$ cat config.mk
export PLATFORM = sky130hd
export DESIGN_NAME = inspection_exchange_controller
export DESIGN_NICKNAME = d
export VERILOG_FILES = /design/src/hdl/iec_pkg.sv /design/src/hdl/inspection_exchange_controller.sv /design/src/hdl/iec_core.sv /design/src/hdl/iec_out_skid.sv
export SDC_FILE = /design/constraint.sdc
export NUM_CORES = 1
export LEC_CHECK = 0
export BUFFER_PORTS_ARGS = -buffer_cell sky130_fd_sc_hd__buf_4
export CORE_UTILIZATION = 49
export CTS_CLUSTER_SIZE = 10
export DETAILED_ROUTE_END_ITERATION = 6
export PLACE_DENSITY = 0.67
export REMOVE_ABC_BUFFERS = 1
export SYNTH_ARGS = -nofsm -noshare
export SYNTH_HDL_FRONTEND = slang
export SYNTH_SLANG_ARGS = --single-unit
$ cat constraint.sdc
create_clock -name i_clk -period 10.1 [get_ports i_clk]
set_clock_uncertainty 0.2 [all_clocks]
set_input_delay 2.525 -clock i_clk [delete_from_list [all_inputs] [get_ports i_clk]]
set_output_delay 2.525 -clock i_clk [all_outputs]
set_load 0.01 [all_outputs]
$ cat src/hdl/iec_pkg.sv
package iec_pkg;

    localparam int CFG_W   = 16;
    localparam int CFG_IDX_W = 3;
    localparam int SEQ_W   = 8;
    localparam int CODE_W  = 8;

    localparam logic [1:0] KIND_TICK  = 2'd0;
    localparam logic [1:0] KIND_PART  = 2'd1;
    localparam logic [1:0] KIND_FRAME = 2'd2;

    localparam logic [1:0] FT_HEARTBEAT = 2'd0;
    localparam logic [1:0] FT_ACK       = 2'd1;
    localparam logic [1:0] FT_RESULT    = 2'd2;

    localparam logic [CODE_W-1:0] CODE_NORMAL    = 8'd0;
    localparam logic [CODE_W-1:0] CODE_VISION_ER = 8'd3;

    localparam logic [1:0] TX_NONE      = 2'd0;
    localparam logic [1:0] TX_TRIGGER   = 2'd1;
    localparam logic [1:0] TX_ACK       = 2'd2;
    localparam logic [1:0] TX_HEARTBEAT = 2'd3;

    localparam logic [2:0] V_NONE       = 3'd0;
    localparam logic [2:0] V_ACCEPT     = 3'd1;
    localparam logic [2:0] V_DEFECT     = 3'd2;
    localparam logic [2:0] V_FAILSAFE   = 3'd3;
    localparam logic [2:0] V_VISIONLOST = 3'd4;

    localparam logic [CFG_IDX_W-1:0] CFG_RETRY     = 3'd0;
    localparam logic [CFG_IDX_W-1:0] CFG_BUDGET    = 3'd1;
    localparam logic [CFG_IDX_W-1:0] CFG_PULSE     = 3'd2;
    localparam logic [CFG_IDX_W-1:0] CFG_HB_PERIOD = 3'd3;
    localparam logic [CFG_IDX_W-1:0] CFG_VIS_TMO   = 3'd4;

    localparam logic [CFG_W-1:0] RST_RETRY     = 16'd195;
    localparam logic [CFG_W-1:0] RST_BUDGET    = 16'd400;
    localparam logic [CFG_W-1:0] RST_PULSE     = 16'd120;
    localparam logic [CFG_W-1:0] RST_HB_PERIOD = 16'd1000;
    localparam logic [CFG_W-1:0] RST_VIS_TMO   = 16'd3000;

    typedef struct packed {
        logic [1:0]        kind;
        logic [1:0]        frame_type;
        logic [SEQ_W-1:0]  frame_sequence;
        logic [CODE_W-1:0] frame_code;
        logic [7:0]        frame_aux;
    } t_item;

    typedef struct packed {
        logic [1:0]        tx_kind;
        logic [SEQ_W-1:0]  tx_sequence;
        logic [CODE_W-1:0] tx_code;
        logic              belt_run;
        logic              cylinder_on;
        logic [2:0]        verdict;
        logic [7:0]        confidence;
        logic              vision_alive;
    } t_result;

endpackage

$ cat src/hdl/inspection_exchange_controller.sv
// Channel   Dir  tdata                                    tuser
// s_axis    in   seq[7:0] code[15:8] aux[23:16]           kind[1:0] frame_type[3:2]
// m_axis    out  see port comment (30 bits, 32 wide)      tx_kind[1:0]
// cfg       in   i_cfg_we / i_cfg_idx / i_cfg_data, one register per write
//
// One beat per cycle sustained while m_axis_tready stays high; a beat is held in the input
// register, then the control update and result go out through a two-entry output skid.
// Synchronous active-low reset restores register defaults, idle mode, belt on.
// Output stalls fill the skid; s_axis_tready drops only when both skid slots
// and the input register are occupied.
module inspection_exchange_controller
    import iec_pkg::*;
(
    input  logic                 i_clk,
    input  logic                 i_rst_n,
    input  logic                 i_cfg_we,
    input  logic [CFG_IDX_W-1:0] i_cfg_idx,
    input  logic [CFG_W-1:0]     i_cfg_data,
    input  logic                 s_axis_tvalid,
    output logic                 s_axis_tready,
    // frame_sequence[7:0], frame_code[15:8], frame_aux[23:16]
    input  logic [23:0]          s_axis_tdata,
    // kind[1:0], frame_type[3:2]
    input  logic [3:0]           s_axis_tuser,
    output logic                 m_axis_tvalid,
    input  logic                 m_axis_tready,
    // tx_sequence[7:0], tx_code[15:8], belt_run[16], cylinder_on[17],
    // verdict[20:18], confidence[28:21], vision_alive[29], zero[31:30]
    output logic [31:0]          m_axis_tdata,
    // tx_kind[1:0]
    output logic [1:0]           m_axis_tuser
);

    logic    r_in_valid;
    t_item   r_in_item;
    logic    skid_ready;
    logic    fire;
    t_result core_res;
    t_result out_res;

    assign fire          = r_in_valid && skid_ready;
    assign s_axis_tready = !r_in_valid || skid_ready;

    always_ff @(posedge i_clk) begin
        if (!i_rst_n) begin
            r_in_valid <= 1'b0;
        end else if (s_axis_tready) begin
            r_in_valid <= s_axis_tvalid;
            r_in_item  <= '{kind:           s_axis_tuser[1:0],
                            frame_type:     s_axis_tuser[3:2],
                            frame_sequence: s_axis_tdata[7:0],
                            frame_code:     s_axis_tdata[15:8],
                            frame_aux:      s_axis_tdata[23:16]};
        end
    end

    iec_core u_core (
        .i_clk      (i_clk),
        .i_rst_n    (i_rst_n),
        .i_cfg_we   (i_cfg_we),
        .i_cfg_idx  (i_cfg_idx),
        .i_cfg_data (i_cfg_data),
        .i_fire     (fire),
        .i_item     (r_in_item),
        .o_result   (core_res)
    );

    iec_out_skid u_out (
        .i_clk   (i_clk),
        .i_rst_n (i_rst_n),
        .i_valid (fire),
        .i_data  (core_res),
        .o_ready (skid_ready),
        .o_valid (m_axis_tvalid),
        .o_data  (out_res),
        .i_ready (m_axis_tready)
    );

    assign m_axis_tuser = out_res.tx_kind;
    assign m_axis_tdata = {2'b00,
                           out_res.vision_alive,
                           out_res.confidence,
                           out_res.verdict,
                           out_res.cylinder_on,
                           out_res.belt_run,
                           out_res.tx_code,
                           out_res.tx_sequence};

endmodule

$ cat src/hdl/iec_core.sv
module iec_core
    import iec_pkg::*;
(
    input  logic                 i_clk,
    input  logic                 i_rst_n,
    input  logic                 i_cfg_we,
    input  logic [CFG_IDX_W-1:0] i_cfg_idx,
    input  logic [CFG_W-1:0]     i_cfg_data,
    input  logic                 i_fire,
    input  t_item                i_item,
    output t_result              o_result
);

    typedef enum logic [1:0] {
        MODE_IDLE     = 2'd0,
        MODE_EXCHANGE = 2'd1,
        MODE_PULSE    = 2'd2
    } t_mode;

    logic [CFG_W-1:0] r_retry, r_budget, r_pulse, r_hb_period, r_vis_tmo;

    t_mode            r_mode, n_mode;
    logic [SEQ_W-1:0] r_part_seq, n_part_seq;
    logic [SEQ_W-1:0] r_hb_seq, n_hb_seq;
    logic [CFG_W-1:0] r_elapsed, n_elapsed;
    logic             r_retry_done, n_retry_done;
    logic [CFG_W-1:0] r_pulse_left, n_pulse_left;
    logic [CFG_W-1:0] r_since_hb, n_since_hb;
    logic [CFG_W-1:0] r_since_vis, n_since_vis;
    logic             r_pending, n_pending;
    logic             r_belt_on, n_belt_on;

    logic             do_start;
    t_result          res;

    function automatic logic [CFG_W-1:0] sat_inc(input logic [CFG_W-1:0] v);
        return (v == {CFG_W{1'b1}}) ? v : v + 1'b1;
    endfunction

    always_comb begin
        n_mode       = r_mode;
        n_part_seq   = r_part_seq;
        n_hb_seq     = r_hb_seq;
        n_elapsed    = r_elapsed;
        n_retry_done = r_retry_done;
        n_pulse_left = r_pulse_left;
        n_since_hb   = r_since_hb;
        n_since_vis  = r_since_vis;
        n_pending    = r_pending;
        n_belt_on    = r_belt_on;
        do_start     = 1'b0;
        res          = '0;

        case (i_item.kind)
            KIND_TICK: begin
                n_since_vis = sat_inc(r_since_vis);
                n_since_hb  = sat_inc(r_since_hb);
                case (r_mode)
                    MODE_EXCHANGE: begin
                        n_elapsed = sat_inc(r_elapsed);
                        if (n_elapsed >= r_budget) begin
                            res.verdict  = V_FAILSAFE;
                            n_mode       = MODE_PULSE;
                            n_pulse_left = r_pulse;
                        end else if (!r_retry_done && n_elapsed >= r_retry) begin
                            n_retry_done    = 1'b1;
                            res.tx_kind     = TX_TRIGGER;
                            res.tx_sequence = r_part_seq;
                        end
                    end
                    MODE_PULSE: begin
                        if (r_pulse_left != '0) begin
                            n_pulse_left = r_pulse_left - 1'b1;
                        end
                        if (n_pulse_left == '0) begin
                            n_mode    = MODE_IDLE;
                            n_belt_on = 1'b1;
                        end
                    end
                    default: begin
                        do_start = r_pending;
                    end
                endcase
            end
            KIND_PART: begin
                if (r_mode == MODE_IDLE) begin
                    do_start = 1'b1;
                end else begin
                    n_pending = 1'b1;
                end
            end
            KIND_FRAME: begin
                n_since_vis = '0;
                if (r_mode == MODE_EXCHANGE) begin
                    if (i_item.frame_type == FT_RESULT &&
                        i_item.frame_sequence == r_part_seq) begin
                        if (i_item.frame_code > CODE_VISION_ER) begin
                            res.verdict  = V_FAILSAFE;
                            n_mode       = MODE_PULSE;
                            n_pulse_left = r_pulse;
                        end else begin
                            res.tx_kind     = TX_ACK;
                            res.tx_sequence = r_part_seq;
                            res.tx_code     = i_item.frame_code;
                            res.confidence  = i_item.frame_aux;
                            if (i_item.frame_code == CODE_NORMAL) begin
                                res.verdict = V_ACCEPT;
                                n_mode      = MODE_IDLE;
                                n_belt_on   = 1'b1;
                            end else begin
                                res.verdict  = (i_item.frame_code == CODE_VISION_ER) ?
                                               V_FAILSAFE : V_DEFECT;
                                n_mode       = MODE_PULSE;
                                n_pulse_left = r_pulse;
                            end
                        end
                    end
                end else if (i_item.frame_type == FT_HEARTBEAT) begin
                    res.tx_kind     = TX_ACK;
                    res.tx_sequence = i_item.frame_sequence;
                end
            end
            default: begin
            end
        endcase

        if (do_start) begin
            n_pending  = 1'b0;
            n_belt_on  = 1'b0;
            n_part_seq = r_part_seq + 1'b1;
            if (n_since_vis >= r_vis_tmo) begin
                res.verdict  = V_VISIONLOST;
                n_mode       = MODE_PULSE;
                n_pulse_left = r_pulse;
            end else begin
                n_mode          = MODE_EXCHANGE;
                n_elapsed       = '0;
                n_retry_done    = 1'b0;
                res.tx_kind     = TX_TRIGGER;
                res.tx_sequence = n_part_seq;
            end
        end

        if (i_item.kind == KIND_TICK && res.tx_kind == TX_NONE &&
            n_mode != MODE_EXCHANGE && n_since_hb >= r_hb_period) begin
            n_since_hb      = '0;
            n_hb_seq        = r_hb_seq + 1'b1;
            res.tx_kind     = TX_HEARTBEAT;
            res.tx_sequence = n_hb_seq;
        end

        res.belt_run     = n_belt_on;
        res.cylinder_on  = (n_mode == MODE_PULSE);
        res.vision_alive = (n_since_vis < r_vis_tmo);
    end

    assign o_result = res;

    always_ff @(posedge i_clk) begin
        if (!i_rst_n) begin
            r_retry      <= RST_RETRY;
            r_budget     <= RST_BUDGET;
            r_pulse      <= RST_PULSE;
            r_hb_period  <= RST_HB_PERIOD;
            r_vis_tmo    <= RST_VIS_TMO;
            r_mode       <= MODE_IDLE;
            r_part_seq   <= '0;
            r_hb_seq     <= '0;
            r_elapsed    <= '0;
            r_retry_done <= 1'b0;
            r_pulse_left <= '0;
            r_since_hb   <= '0;
            r_since_vis  <= '0;
            r_pending    <= 1'b0;
            r_belt_on    <= 1'b1;
        end else begin
            if (i_cfg_we) begin
                case (i_cfg_idx)
                    CFG_RETRY:     r_retry     <= i_cfg_data;
                    CFG_BUDGET:    r_budget    <= i_cfg_data;
                    CFG_PULSE:     r_pulse     <= i_cfg_data;
                    CFG_HB_PERIOD: r_hb_period <= i_cfg_data;
                    CFG_VIS_TMO:   r_vis_tmo   <= i_cfg_data;
                    default: begin
                    end
                endcase
            end
            if (i_fire) begin
                r_mode       <= n_mode;
                r_part_seq   <= n_part_seq;
                r_hb_seq     <= n_hb_seq;
                r_elapsed    <= n_elapsed;
                r_retry_done <= n_retry_done;
                r_pulse_left <= n_pulse_left;
                r_since_hb   <= n_since_hb;
                r_since_vis  <= n_since_vis;
                r_pending    <= n_pending;
                r_belt_on    <= n_belt_on;
            end
        end
    end

`ifndef SYNTHESIS
    a_part_stops_belt: assert property (@(posedge i_clk) disable iff (!i_rst_n)
        i_fire && i_item.kind == KIND_PART && r_mode == MODE_IDLE
        |=> !r_belt_on && r_mode != MODE_IDLE)
        else $error("part in idle did not stop the belt");

    a_trigger_in_exchange: assert property (@(posedge i_clk) disable iff (!i_rst_n)
        i_fire && o_result.tx_kind == TX_TRIGGER |=> r_mode == MODE_EXCHANGE)
        else $error("trigger sent outside an exchange");

    a_belt_off_when_busy: assert property (@(posedge i_clk) disable iff (!i_rst_n)
        r_mode != MODE_IDLE |-> !r_belt_on)
        else $error("belt running while busy");

    a_state_holds: assert property (@(posedge i_clk) disable iff (!i_rst_n)
        !i_fire |=> $stable(r_part_seq) && $stable(r_mode) && $stable(r_hb_seq))
        else $error("state moved without a beat");
`endif

endmodule

$ cat src/hdl/iec_out_skid.sv
module iec_out_skid
    import iec_pkg::*;
(
    input  logic    i_clk,
    input  logic    i_rst_n,
    input  logic    i_valid,
    input  t_result i_data,
    output logic    o_ready,
    output logic    o_valid,
    output t_result o_data,
    input  logic    i_ready
);

    logic    r_valid, r_skid_valid;
    t_result r_data, r_skid;

    assign o_ready = !r_skid_valid;
    assign o_valid = r_valid;
    assign o_data  = r_data;

    always_ff @(posedge i_clk) begin
        if (!i_rst_n) begin
            r_valid      <= 1'b0;
            r_skid_valid <= 1'b0;
        end else if (i_ready || !r_valid) begin
            if (r_skid_valid) begin
                r_data       <= r_skid;
                r_valid      <= 1'b1;
                r_skid_valid <= 1'b0;
            end else begin
                r_valid <= i_valid;
                r_data  <= i_data;
            end
        end else if (i_valid && !r_skid_valid) begin
            r_skid       <= i_data;
            r_skid_valid <= 1'b1;
        end
    end

endmodule
# After elaboration in Yosys (flattened, before gate mapping)
# Cells that the tools add are included.
totals:
  reg_bits: 260
  in_bits: 52
  wordCells: 184
classes:
  add_sub_neg: 6
  n_lt_le_gt_ge: 6
  n_eq_ne: 17
  n_mux: 79
  bitwise_logic: 2
  reduce_logical: 35
op_table:
  columns: ["cell", "count"]
  rows:
  - ["16-bit two-way mux", 19]
  - ["16-bit case mux with 2 select lines", 3]
  - ["10-bit two-way mux", 7]
  - ["16-bit >= comparator", 4]
  - ["16-bit by 1-bit adder with 16-bit output (second input constant)", 3]
  - ["16-bit equality test (second input constant)", 3]
  - ["18-bit two-way mux", 2]
  - ["32-bit two-way mux", 1]
  - ["8-bit two-way mux", 4]
  - ["11-bit two-way mux", 2]
  - ["1-bit two-way mux", 20]
  - ["10-bit case mux with 2 select lines", 1]
  - ["2-bit two-way mux", 9]
  - ["2-bit AND reduction", 9]
  - ["8-bit by 1-bit adder with 8-bit output (second input constant)", 2]
  - ["16-bit logical NOT", 1]
  - ["16-bit less-than comparator", 1]
  - ["16-bit nonzero test", 1]
  - ["16-bit by 1-bit subtractor with 16-bit output (second input constant)", 1]
  - ["3-bit two-way mux", 5]
  - ["9-bit two-way mux", 1]
  - ["2-bit equality test (second input constant)", 4]
  - ["8-bit by 2-bit equality test with 1-bit output (second input constant)", 1]
  - ["8-bit equality test", 1]
  - ["other kinds (19)", 40]

# Longest topological paths before layout
# Gate-level depths: netlist (run 1).
depth:
  depth_word: 16
  ltp_mapped: 22
  depth_no_buf: 20

# Cells and area by module
# From an unflattened synthesis (run 1), not the netlist that was laid out.
hier_totals:
  cells_unflattened: 1613
  hier_area_um2: 14352.5
by_module_without_submodules:
  columns: ["module", "instances", "cells_each", "area_each_um2"]
  rows:
  - ["iec_core", 1, 1466, 10881.7]
  - ["iec_out_skid", 1, 110, 2546.2]
  - ["inspection_exchange_controller", 1, 37, 924.6]

# Worst setup path after synthesis (run 1)
# Ideal clock, no wire load.
synth_timing:
  kind: "input port to flip-flop"
  startpoint: "in i_rst_n"
  endpoint: "reg u_out.r_skid[0] in the netlist's numbering, enable pin"
  arrival_ns: 4.511
  required_ns: 9.479
  setup_slack_ns: 4.968
  path_stages: 4
  cell_sequence: "clkbuf_1 -> clkbuf_1 -> nand2_1 -> nor2_1"
synth_between:
  elab_chain_len: 1
synth_rtl:
  columns: ["element", "line", "rtl"]
  rows:
  - ["start: declaration", "inspection_exchange_controller.sv:15", "input logic i_rst_n,"]
  - ["3-bit AND reduction (no line)", null, null]
  - ["end signal: assignment", "iec_out_skid.sv:35", "r_skid <= i_data;"]
  - ["end: declaration", "iec_out_skid.sv:15", "t_result r_data, r_skid;"]
# Every way passes these cells.
# A chain may end at the register's enable or synchronous reset.

==> metrics, run 1 <==
status complete, no violations; total CTS buffers 30; Post-synth EDFFs between 90 and 100; Remaining Overflow, GRT 0; Area contributors post-synth dfxtp_1 24%, edfxtp_1 20%, ha_1 6.5%; highest-count cells in the layout ignoring fill and taps 239 x nand2_1, 168 x dfxtp_1, 122 x a21oi_1; gr usage total about a quarter; final wirelength ~38 mm; Non-Filler Instances between 2k and 2.5k; via count around 12k; Yosys reg bits 260; core area around 28000 sq um; final worst slack around 4.2 ns; Setup Buffers After CTS 0; leakage power approximately 6.1 nW; R2R setup slack about 4.2 ns; Area growth syn-to-layout 12.7%; net count reported at finish approximately 1.8k; dpl cells around 2.0k; antenna violations before repair 0; Yosys cell types 75; Max H-tree Level 1; ys async rst share 0%; fillers ~2.6k; diode count 0; Post-Syn Area approximately 14000 sq um; leading cell type in the layout, fill and taps excluded nand2_1; RSZ-0062 raised after global routing false; Yosys Warn Count 0; pin count of the biggest net entering global routing 84; Crit path largest cell delay around 0.56 ns; Arr. time, crit path between 6 and 7 ns; DR vias/cell 5.88; chip width about 170 microns; top_reg_cell synth dfxtp_1; Vert. Die Dim about 170 microns; Remaining DRCs 0; Clock Latency Late Sink between 0.5 and 0.6 ns; WP data required roughly 10 ns; CTS clk-pin slew, worst paths ~0.05 ns; crit end category register; Slew Viols, Final 0; Die Footprint 29300 sq um; Final min period around 5.9 ns; Final period util a little under 60%; cell accounting for the most synthesized area dfxtp_1; post-route core utilization between 50% and 60%; CTS max path bufs 3; maximum VDD drop approximately 0.00012 V; Crit-path slowest cell a211o_1; CP Class register to register; # Max-Cap Violations 0; power density cells 147 nW/um^2; Crit Path Max Fanout 44; initial DRC count between 900 and 1k; max_slew headroom 20.0%; DRT Pass-1 Iters 6; Site Rows between 60 and 70; RePlAce Congestion roughly 0.92; first-pass GRT wire length 59.3 mm; Buf/Inv on CP 1; I/O pin count just under 90; WL/cell between 15 and 20 microns; cell family with most CP delay simple AND/OR/NAND/NOR gates; post-DP HPWL roughly 26 mm; setup tns final 0 ns; Root Buffer clkbuf_16; Cells after Synth 1583; CTS tree done; Final Hold Violating Endpoints 0; worst hold path class register to register; Place WS 4.26 ns; Starting Density 50.2%; slew of the pin with the lowest slew margin 1.20 ns; achievable clock frequency 169 MHz; sequential area share after synthesis 43.7%; CP Cell Sequence and4_1, and4_1, nand4_1, and3_1, nand4_1, nor2_1, xor2_1, ha_1, a21oi_1, nor3_1, or3_1, a211o_1, o21a_1, o221a_4, o2111ai_4, buf_4, nor2_1, or3b_1; clk sinks 260; IO Port Bufs 85; Yosys top cell area share between 20% and 30%; post_cts resized 0; Post-CTS Hold Buffers 0; Setup Viol. Count Final 0; Antenna Nets Post-Route 0; vias in the first global route 11.3k; startpoint types register; WHS about 0.25 ns; ratio of cells with drive above 1 in the final layout around 11%; syn avg cell area slightly below 9 sq um
where the power goes:
part           switching [mW]  total (mW)  internal (mW)
registers              0.0221        1.13           1.11
clock network           0.416       0.988          0.572
logic                   0.131       0.204         0.0726
total                   0.569        2.33           1.76
kinds of logic (layout without fill, tap and decap cells):
| logic type | count (synthesis) | in the layout | share of synthesized area, % |
|---|---|---|---|
| simple gates | 583 | 583 | 19.7 |
| other cells | 1 | 8 | 0.0267 |
| xor+xnor | 54 | 54 | 3.37 |
| buf+inv | 177 | 235 | 4.85 |
| flops | 260 | 260 | 43.7 |
| fa+ha+maj | 73 | 73 | 6.51 |
| compound gates | 392 | 392 | 18.5 |
| mux | 43 | 43 | 3.33 |
worst reg2reg max path: cells and delay by family (launching register included):
| family | cells | cell delay (ns) |
|---|---|---|
| adder cells (fa/ha/maj) | 1 | 0.28 |
| XOR/XNOR | 1 | 0.23 |
| flip-flops | 1 | 0.42 |
| buffers and inverters | 1 | 0.45 |
| AND/OR/NAND/NOR | 10 | 2.52 |
| AO/OA/AOI/OAI | 5 | 1.57 |
layer usage:
metal  wire length, microns  track usage, %  up-vias
met5                      0               0        -
met3                   2430            2.92       80
met1                  16900            34.9     5630
met2                  17300            42.3      429
li1                       -               -     5770
met4                   1210            9.12        0
flip-flops by register name (all words and copies together) (netlist names), 16 cells and up:
| name | cells |
|---|---|
| u_core.r_budget | 16 |
| u_core.r_hb_period | 16 |
| r_in_item | 28 |
| u_out.o_data | 32 |
| u_out.r_skid | 32 |
| u_core.r_since_vis | 16 |
| u_core.r_retry | 16 |
| u_core.r_vis_tmo | 16 |
| u_core.r_since_hb | 16 |
| u_core.r_pulse_left | 16 |
| u_core.r_elapsed | 16 |
| u_core.r_pulse | 16 |
path summary, 6_finish.rpt:
path                            cells after the start                start            endpoint
worst max-delay path                               18  u_core.r_elapsed[3]    u_out.r_skid[29]
worst min-delay path                                2   u_core.r_retry[13]  u_core.r_retry[13]
worst max register to register                     18  u_core.r_elapsed[3]    u_out.r_skid[29]
worst min register to register                      2   u_core.r_retry[13]  u_core.r_retry[13]
area by class of cell:
class	count	area (sq um)	share of cell area, %
well taps	378	473	2.99
multi-input cells	1153	7270	46.0
clock inverters	1	16.3	0.103
flip-flops and latches	260	6130	38.8
inverters	89	335	2.12
repair buffers	97	728	4.61
clock buffers	48	858	5.43
through the flow:
step | cell area [sq um] | power [mW]
3_3_place_gp | 14900 | 1.35
2_1_floorplan | 13700 | 1.27
4_1_cts | 15800 | 2.34
3_5_place_dp | 14900 | 1.36
6_report | 15800 | 2.33
5_1_grt | 15800 | 2.40
cells in the mapped netlist, drive strengths merged (18+ instances only):
master and instances:
clkbuf 75, xor2 31, mux2 29, nor2 111
nor3 30, dfxtp 168, o211ai 35, nand4 31
and3 20, a22oi 18, o21ai 68, nand2 240
nand3 40, edfxtp 92, xnor2 23, inv 88
nand2b 18, and2 21, ha 73, a21o 18
a21oi 124, a31oi 19
(Power assumes the default switching activity.)
==> run 2, diff against run 1 <==
- clock period: 10.1 -> 5.75 ns (I/O delays scaled with it)
==> run 2 against run 1 <==
Worst setup slack worse by 3.8 ns. Combinational power is 78% higher. Clock power is 73% higher. Wire length is 0.25% higher. Critical endpoint is now u_core.r_since_hb[3].
==> metrics, run 2 (synthesized netlist as in run 1, its figures left out) <==
post-route cell area roughly 16000 sq um; Placement Cell Area roughly 15000 sq um; WHS Path Cells 2; CP Class register to register; register share of total power between 40 and 50%; DRT Pass-1 Iters 6; Slew Viols, Final 0; Arr. time, crit path roughly 5.7 ns; RSZ-0062 raised after global routing false; status complete, no violations; combinational share of power around 9.0%; setup tns final 0 ns; Clock Power Share between 40 and 50%; Remaining DRCs 0; pin count of the biggest net entering global routing 97; leakage power between 6 and 7 nW; gr usage total about a quarter; post-route core utilization a little under three fifths; crit end category register; R2R setup slack 0.34 ns; Place WS 0.204 ns; WHS between 0.2 and 0.3 ns; vias in the first global route about 11k; P_sw about 1 mW; Internal a little over 3 mW; antenna violations before repair 0; WL/cell 18.6 microns; WP data required around 6.0 ns; total CTS buffers 30; Final min period between 5 and 6 ns; Starting Density 50.2%; Max H-tree Level 1; power density cells ~260 nW/um^2; Vert. Die Dim between 150 and 200 microns; net count reported at finish 1768; IO Port Bufs 85; # Max-Cap Violations 0; worst hold path class register to register; CTS tree done; Non-Filler Instances about 2.0k; I/O pin count between 80 and 90; slew of the pin with the lowest slew margin 1.06 ns; achievable clock frequency roughly 180 MHz; Area growth syn-to-layout 13.3%; post-DP HPWL between 20 and 30 mm; chip width roughly 170 microns; worst-case reg-to-reg path depth 21; Root Buffer clkbuf_16; DR vias/cell about 5.9; RePlAce Congestion between 0.8 and 0.9; Setup Viol. Count Final 0; diode count 0; final worst slack between 0.3 and 0.4 ns; initial DRC count 940; via count ~12k; Final Hold Violating Endpoints 0; max_slew headroom between 20% and 30%; total power between 4 and 5 mW; Post-CTS Hold Buffers 0; Remaining Overflow, GRT 0; Site Rows between 60 and 70; Final period util about 94%; Crit Path Max Fanout 30; dpl cells a little under 2k; Die Footprint 29300 sq um; CTS max path bufs 3; CTS clk-pin slew, worst paths about 0.060 ns; final wirelength ~38 mm; startpoint types register; first-pass GRT wire length between 60 and 70 mm; Antenna Nets Post-Route 0; Clock Latency Late Sink between 0.5 and 0.6 ns; leading cell type in the layout, fill and taps excluded nand2_1; switching part of the total power around 25%; core area roughly 28000 sq um; clk sinks 260; ratio of cells with drive above 1 in the final layout a little under an eighth; maximum VDD drop 0.000216 V; highest-count cells in the layout ignoring fill and taps 239 x nand2_1, 168 x dfxtp_1, 121 x a21oi_1
## run 2: layout make-up
type                    count  area [sq um]
repair buffers            109           835
clock buffers              46           831
multi-input cells        1153          7270
flip-flops and latches    260          6130
well taps                 378           473
clock inverters             2          21.3
inverters                  89           335
fillers                  2567         12000
## run 2: per-layer routing
metal	routed length, microns	up-vias	share of wire, %	global-route usage [%]
met5	0	-	0	0
met4	1100	0	2.9	8.58
met3	2660	84	7.0	3.82
met2	17200	416	45	42.4
met1	17000	5698	45	35.6
li1	-	5810	-	-
## run 2: worst paths after layout
kind                               from                    to
setup / recovery  u_core.r_since_vis[0]  u_core.r_since_hb[3]
hold / removal       u_core.r_budget[2]    u_core.r_budget[2]
setup reg to reg  u_core.r_since_vis[0]  u_core.r_since_hb[3]
hold reg to reg      u_core.r_budget[2]    u_core.r_budget[2]
## run 2: worst max-delay path, stage by stage (launching register included)
cell and delay (ns):
dfxtp_1 0.37, ha_1 0.30, nand4_1 0.14, nor4_1 0.06, buf_4 0.15, a21oi_2 0.32, nand4_1 0.20, nor2_1 0.21
nand4_1 0.20, xor2_1 0.18, nor2_1 0.06, ha_1 0.33, a21o_1 0.18, a21o_1 0.17, a211o_1 0.30, a211oi_1 0.21
a21oi_1 0.22, or2_2 0.51, o2111ai_4 0.25, buf_6 0.31, nor2_1 0.12, nor4_1 0.30
## run 2: what timing repair did
| item | 4_1_cts | 5_1_grt |
|---|---|---|
| resized for setup | 0 | 2 |
| buffers inserted | 0 | 0 |
| endpoints found under the setup margin | 0 | 29 |
## run 2: power groups by stage
stage | combinational (mW) | sequential (mW) | clock (mW)
3_5_place_dp | 0.360 | 2.03 | 0
4_1_cts | 0.362 | 1.99 | 1.75
5_1_grt | 0.397 | 1.99 | 1.82
3_3_place_gp | 0.357 | 2.03 | 0
6_report | 0.364 | 1.99 | 1.71
2_1_floorplan | 0.199 | 2.02 | 0
==> run 3, diff against run 2 <==
--- a/config.mk
+++ b/config.mk
@@ -10,5 +10,5 @@
 export CTS_CLUSTER_SIZE = 10
 export DETAILED_ROUTE_END_ITERATION = 6
-export PLACE_DENSITY = 0.67
+export PLACE_DENSITY = 0.71
 export REMOVE_ABC_BUFFERS = 1
 export SYNTH_ARGS = -nofsm -noshare
--- a/constraint.sdc
+++ b/constraint.sdc
@@ -3,3 +3,3 @@
 set_input_delay 1.4375 -clock i_clk [delete_from_list [all_inputs] [get_ports i_clk]]
 set_output_delay 1.4375 -clock i_clk [all_outputs]
-set_load 0.01 [all_outputs]
+set_load 0.05 [all_outputs]
==> run 3 against run 2 <==
Core utilization is essentially flat. Register-to-register slack gained 0.02 ns. Non-clock buffer count grew 2. Die area is the same. First-iteration DRC count shrank 1.2%. Clock-buffer cell count grew 5. Largest power group unchanged. Critical path depth shrank 1. Wire length shrank 0.41%. Power grew 1.6%. Maximum frequency grew 0.37%. Cell count grew 0.25%. Largest cell class unchanged.
==> metrics, run 3 (synthesized netlist as in run 1, its figures left out) <==
maximum VDD drop between 0.0002 and 0.00025 V; Site Rows between 60 and 70; R2R setup slack approximately 0.36 ns; total CTS buffers 30; Remaining DRCs 0; post-DP HPWL 26.1 mm; clk sinks 260; chip width 171 microns; net count reported at finish around 1.8k; Die Footprint about 29000 sq um; achievable clock frequency ~190 MHz; worst hold path class register to register; RSZ-0062 raised after global routing false; CTS max path bufs 3; DR vias/cell 5.91; Final Hold Violating Endpoints 0; CP Class register to register; setup tns final 0 ns; crit path launch u_core.r_since_vis[0]; leakage power roughly 6.2 nW; via count roughly 12k; gr usage total between 20% and 30%; DRT Pass-1 Iters 5; Starting Density 50.2%; Setup Viol. Count Final 0; hold wc startpoint u_core.r_hb_period[14]; Clock Latency Late Sink around 0.55 ns; # Max-Cap Violations 0; WP data required around 6.0 ns; leading cell type in the layout, fill and taps excluded nand2_1; post-route core utilization a little under three fifths; first-pass GRT wire length between 50 and 60 mm; power density cells 260 nW/um^2; status complete, no violations; slew of the pin with the lowest slew margin ~1.1 ns; total power ~4.1 mW; core area 27900 sq um; ratio of cells with drive above 1 in the final layout a little under an eighth; Post-CTS Hold Buffers 0; Setup Buffers After CTS 0; Antenna Nets Post-Route 0; startpoint types register; Arr. time, crit path 5.64 ns; Reg2Reg Launch Point u_core.r_since_vis[0]; Remaining Overflow, GRT 0; I/O pin count about 90; antenna violations before repair 0; WHS 0.254 ns; post_cts resized 0; diode count 0; Slew Viols, Final 0; final wirelength approximately 38 mm; highest-count cells in the layout ignoring fill and taps 239 x nand2_1, 168 x dfxtp_1, 121 x a21oi_1; WL/cell 18.5 microns; Final period util a little over nine tenths; crit end category register; Max H-tree Level 1; pin count of the biggest net entering global routing approximately 60; CTS tree done; WHS Path Cells 2; Area growth syn-to-layout 13.4%; CTS clk-pin slew, worst paths 0.06 ns; worst-case reg-to-reg path depth 20; max_slew headroom between 20 and 30%; initial DRC count just over 900; Final min period roughly 5.4 ns; IO Port Bufs between 80 and 90; vias in the first global route ~11k; Vert. Die Dim ~170 microns; Crit Path Max Fanout 34; Root Buffer clkbuf_16; RePlAce Congestion between 0.8 and 0.9
## run 3: changes by cell type in the layout (fill, tap and decap cells not counted)
cell       previous run  this run
nor4_1               12        11
buf_4               107       111
clkbuf_8              2         1
clkinv_2              2         1
nor4_2                0         1
clkinv_8              1         0
clkbuf_16            30        31
buf_12                1         0
buf_6                 1         0
clkbuf_1             14        19
## run 3: metrics by stage
stage | worst slack (ns) | cell area [sq um] | instances
2_1_floorplan | 0.0254 | 13700 | 1502
3_3_place_gp | 0.473 | 15000 | 1991
3_5_place_dp | 0.229 | 15000 | 1991
4_1_cts | 0.193 | 15900 | 2042
5_1_grt | 0.000792 | 15900 | 2042
6_report | 0.361 | 15900 | 2042
## run 3: worst max-delay path: stages (launching register included)
cell	delay, ns
dfxtp_1	0.44
ha_1	0.29
nand4_1	0.18
nor4_2	0.36
a21oi_2	0.20
nand4_1	0.16
nor2_1	0.08
nand4_1	0.15
xor2_1	0.21
nor2_1	0.07
ha_1	0.31
a21o_1	0.18
a21o_1	0.17
a211o_1	0.32
a211oi_1	0.22
a21oi_1	0.20
or2_2	0.51
o2111ai_4	0.21
buf_4	0.42
nor2_1	0.13
nor4_1	0.27
## run 3: worst paths after layout
kind                             to
max            u_core.r_since_hb[3]
min reg2reg  u_core.r_hb_period[14]
min          u_core.r_hb_period[14]
max reg2reg    u_core.r_since_hb[3]
## run 3: power by group
| part | switching (mW) | total [mW] | internal (mW) |
|---|---|---|---|
| clock | 0.733 | 1.73 | 1.00 |
| combinational | 0.274 | 0.409 | 0.135 |
| sequential | 0.0361 | 1.99 | 1.95 |
| total | 1.04 | 4.13 | 3.09 |
## run 3: area by class of cell
| type | instances | area, sq um |
|---|---|---|
| Clock buffer | 51 | 861 |
| Timing Repair Buffer | 111 | 833 |
| Sequential cell | 260 | 6130 |
| Tap cell | 378 | 473 |
| Inverter | 89 | 335 |
| Multi-Input combinational cell | 1153 | 7280 |
| Fill cell | 2538 | 12000 |
## run 3: layer usage
layer	up-vias	track usage (%)	share of wire [%]
met4	0	7.45	2.5
met2	443	42.6	46
li1	5816	-	-
met1	5746	34.9	45
met5	-	0	0
met3	67	3.45	6.9
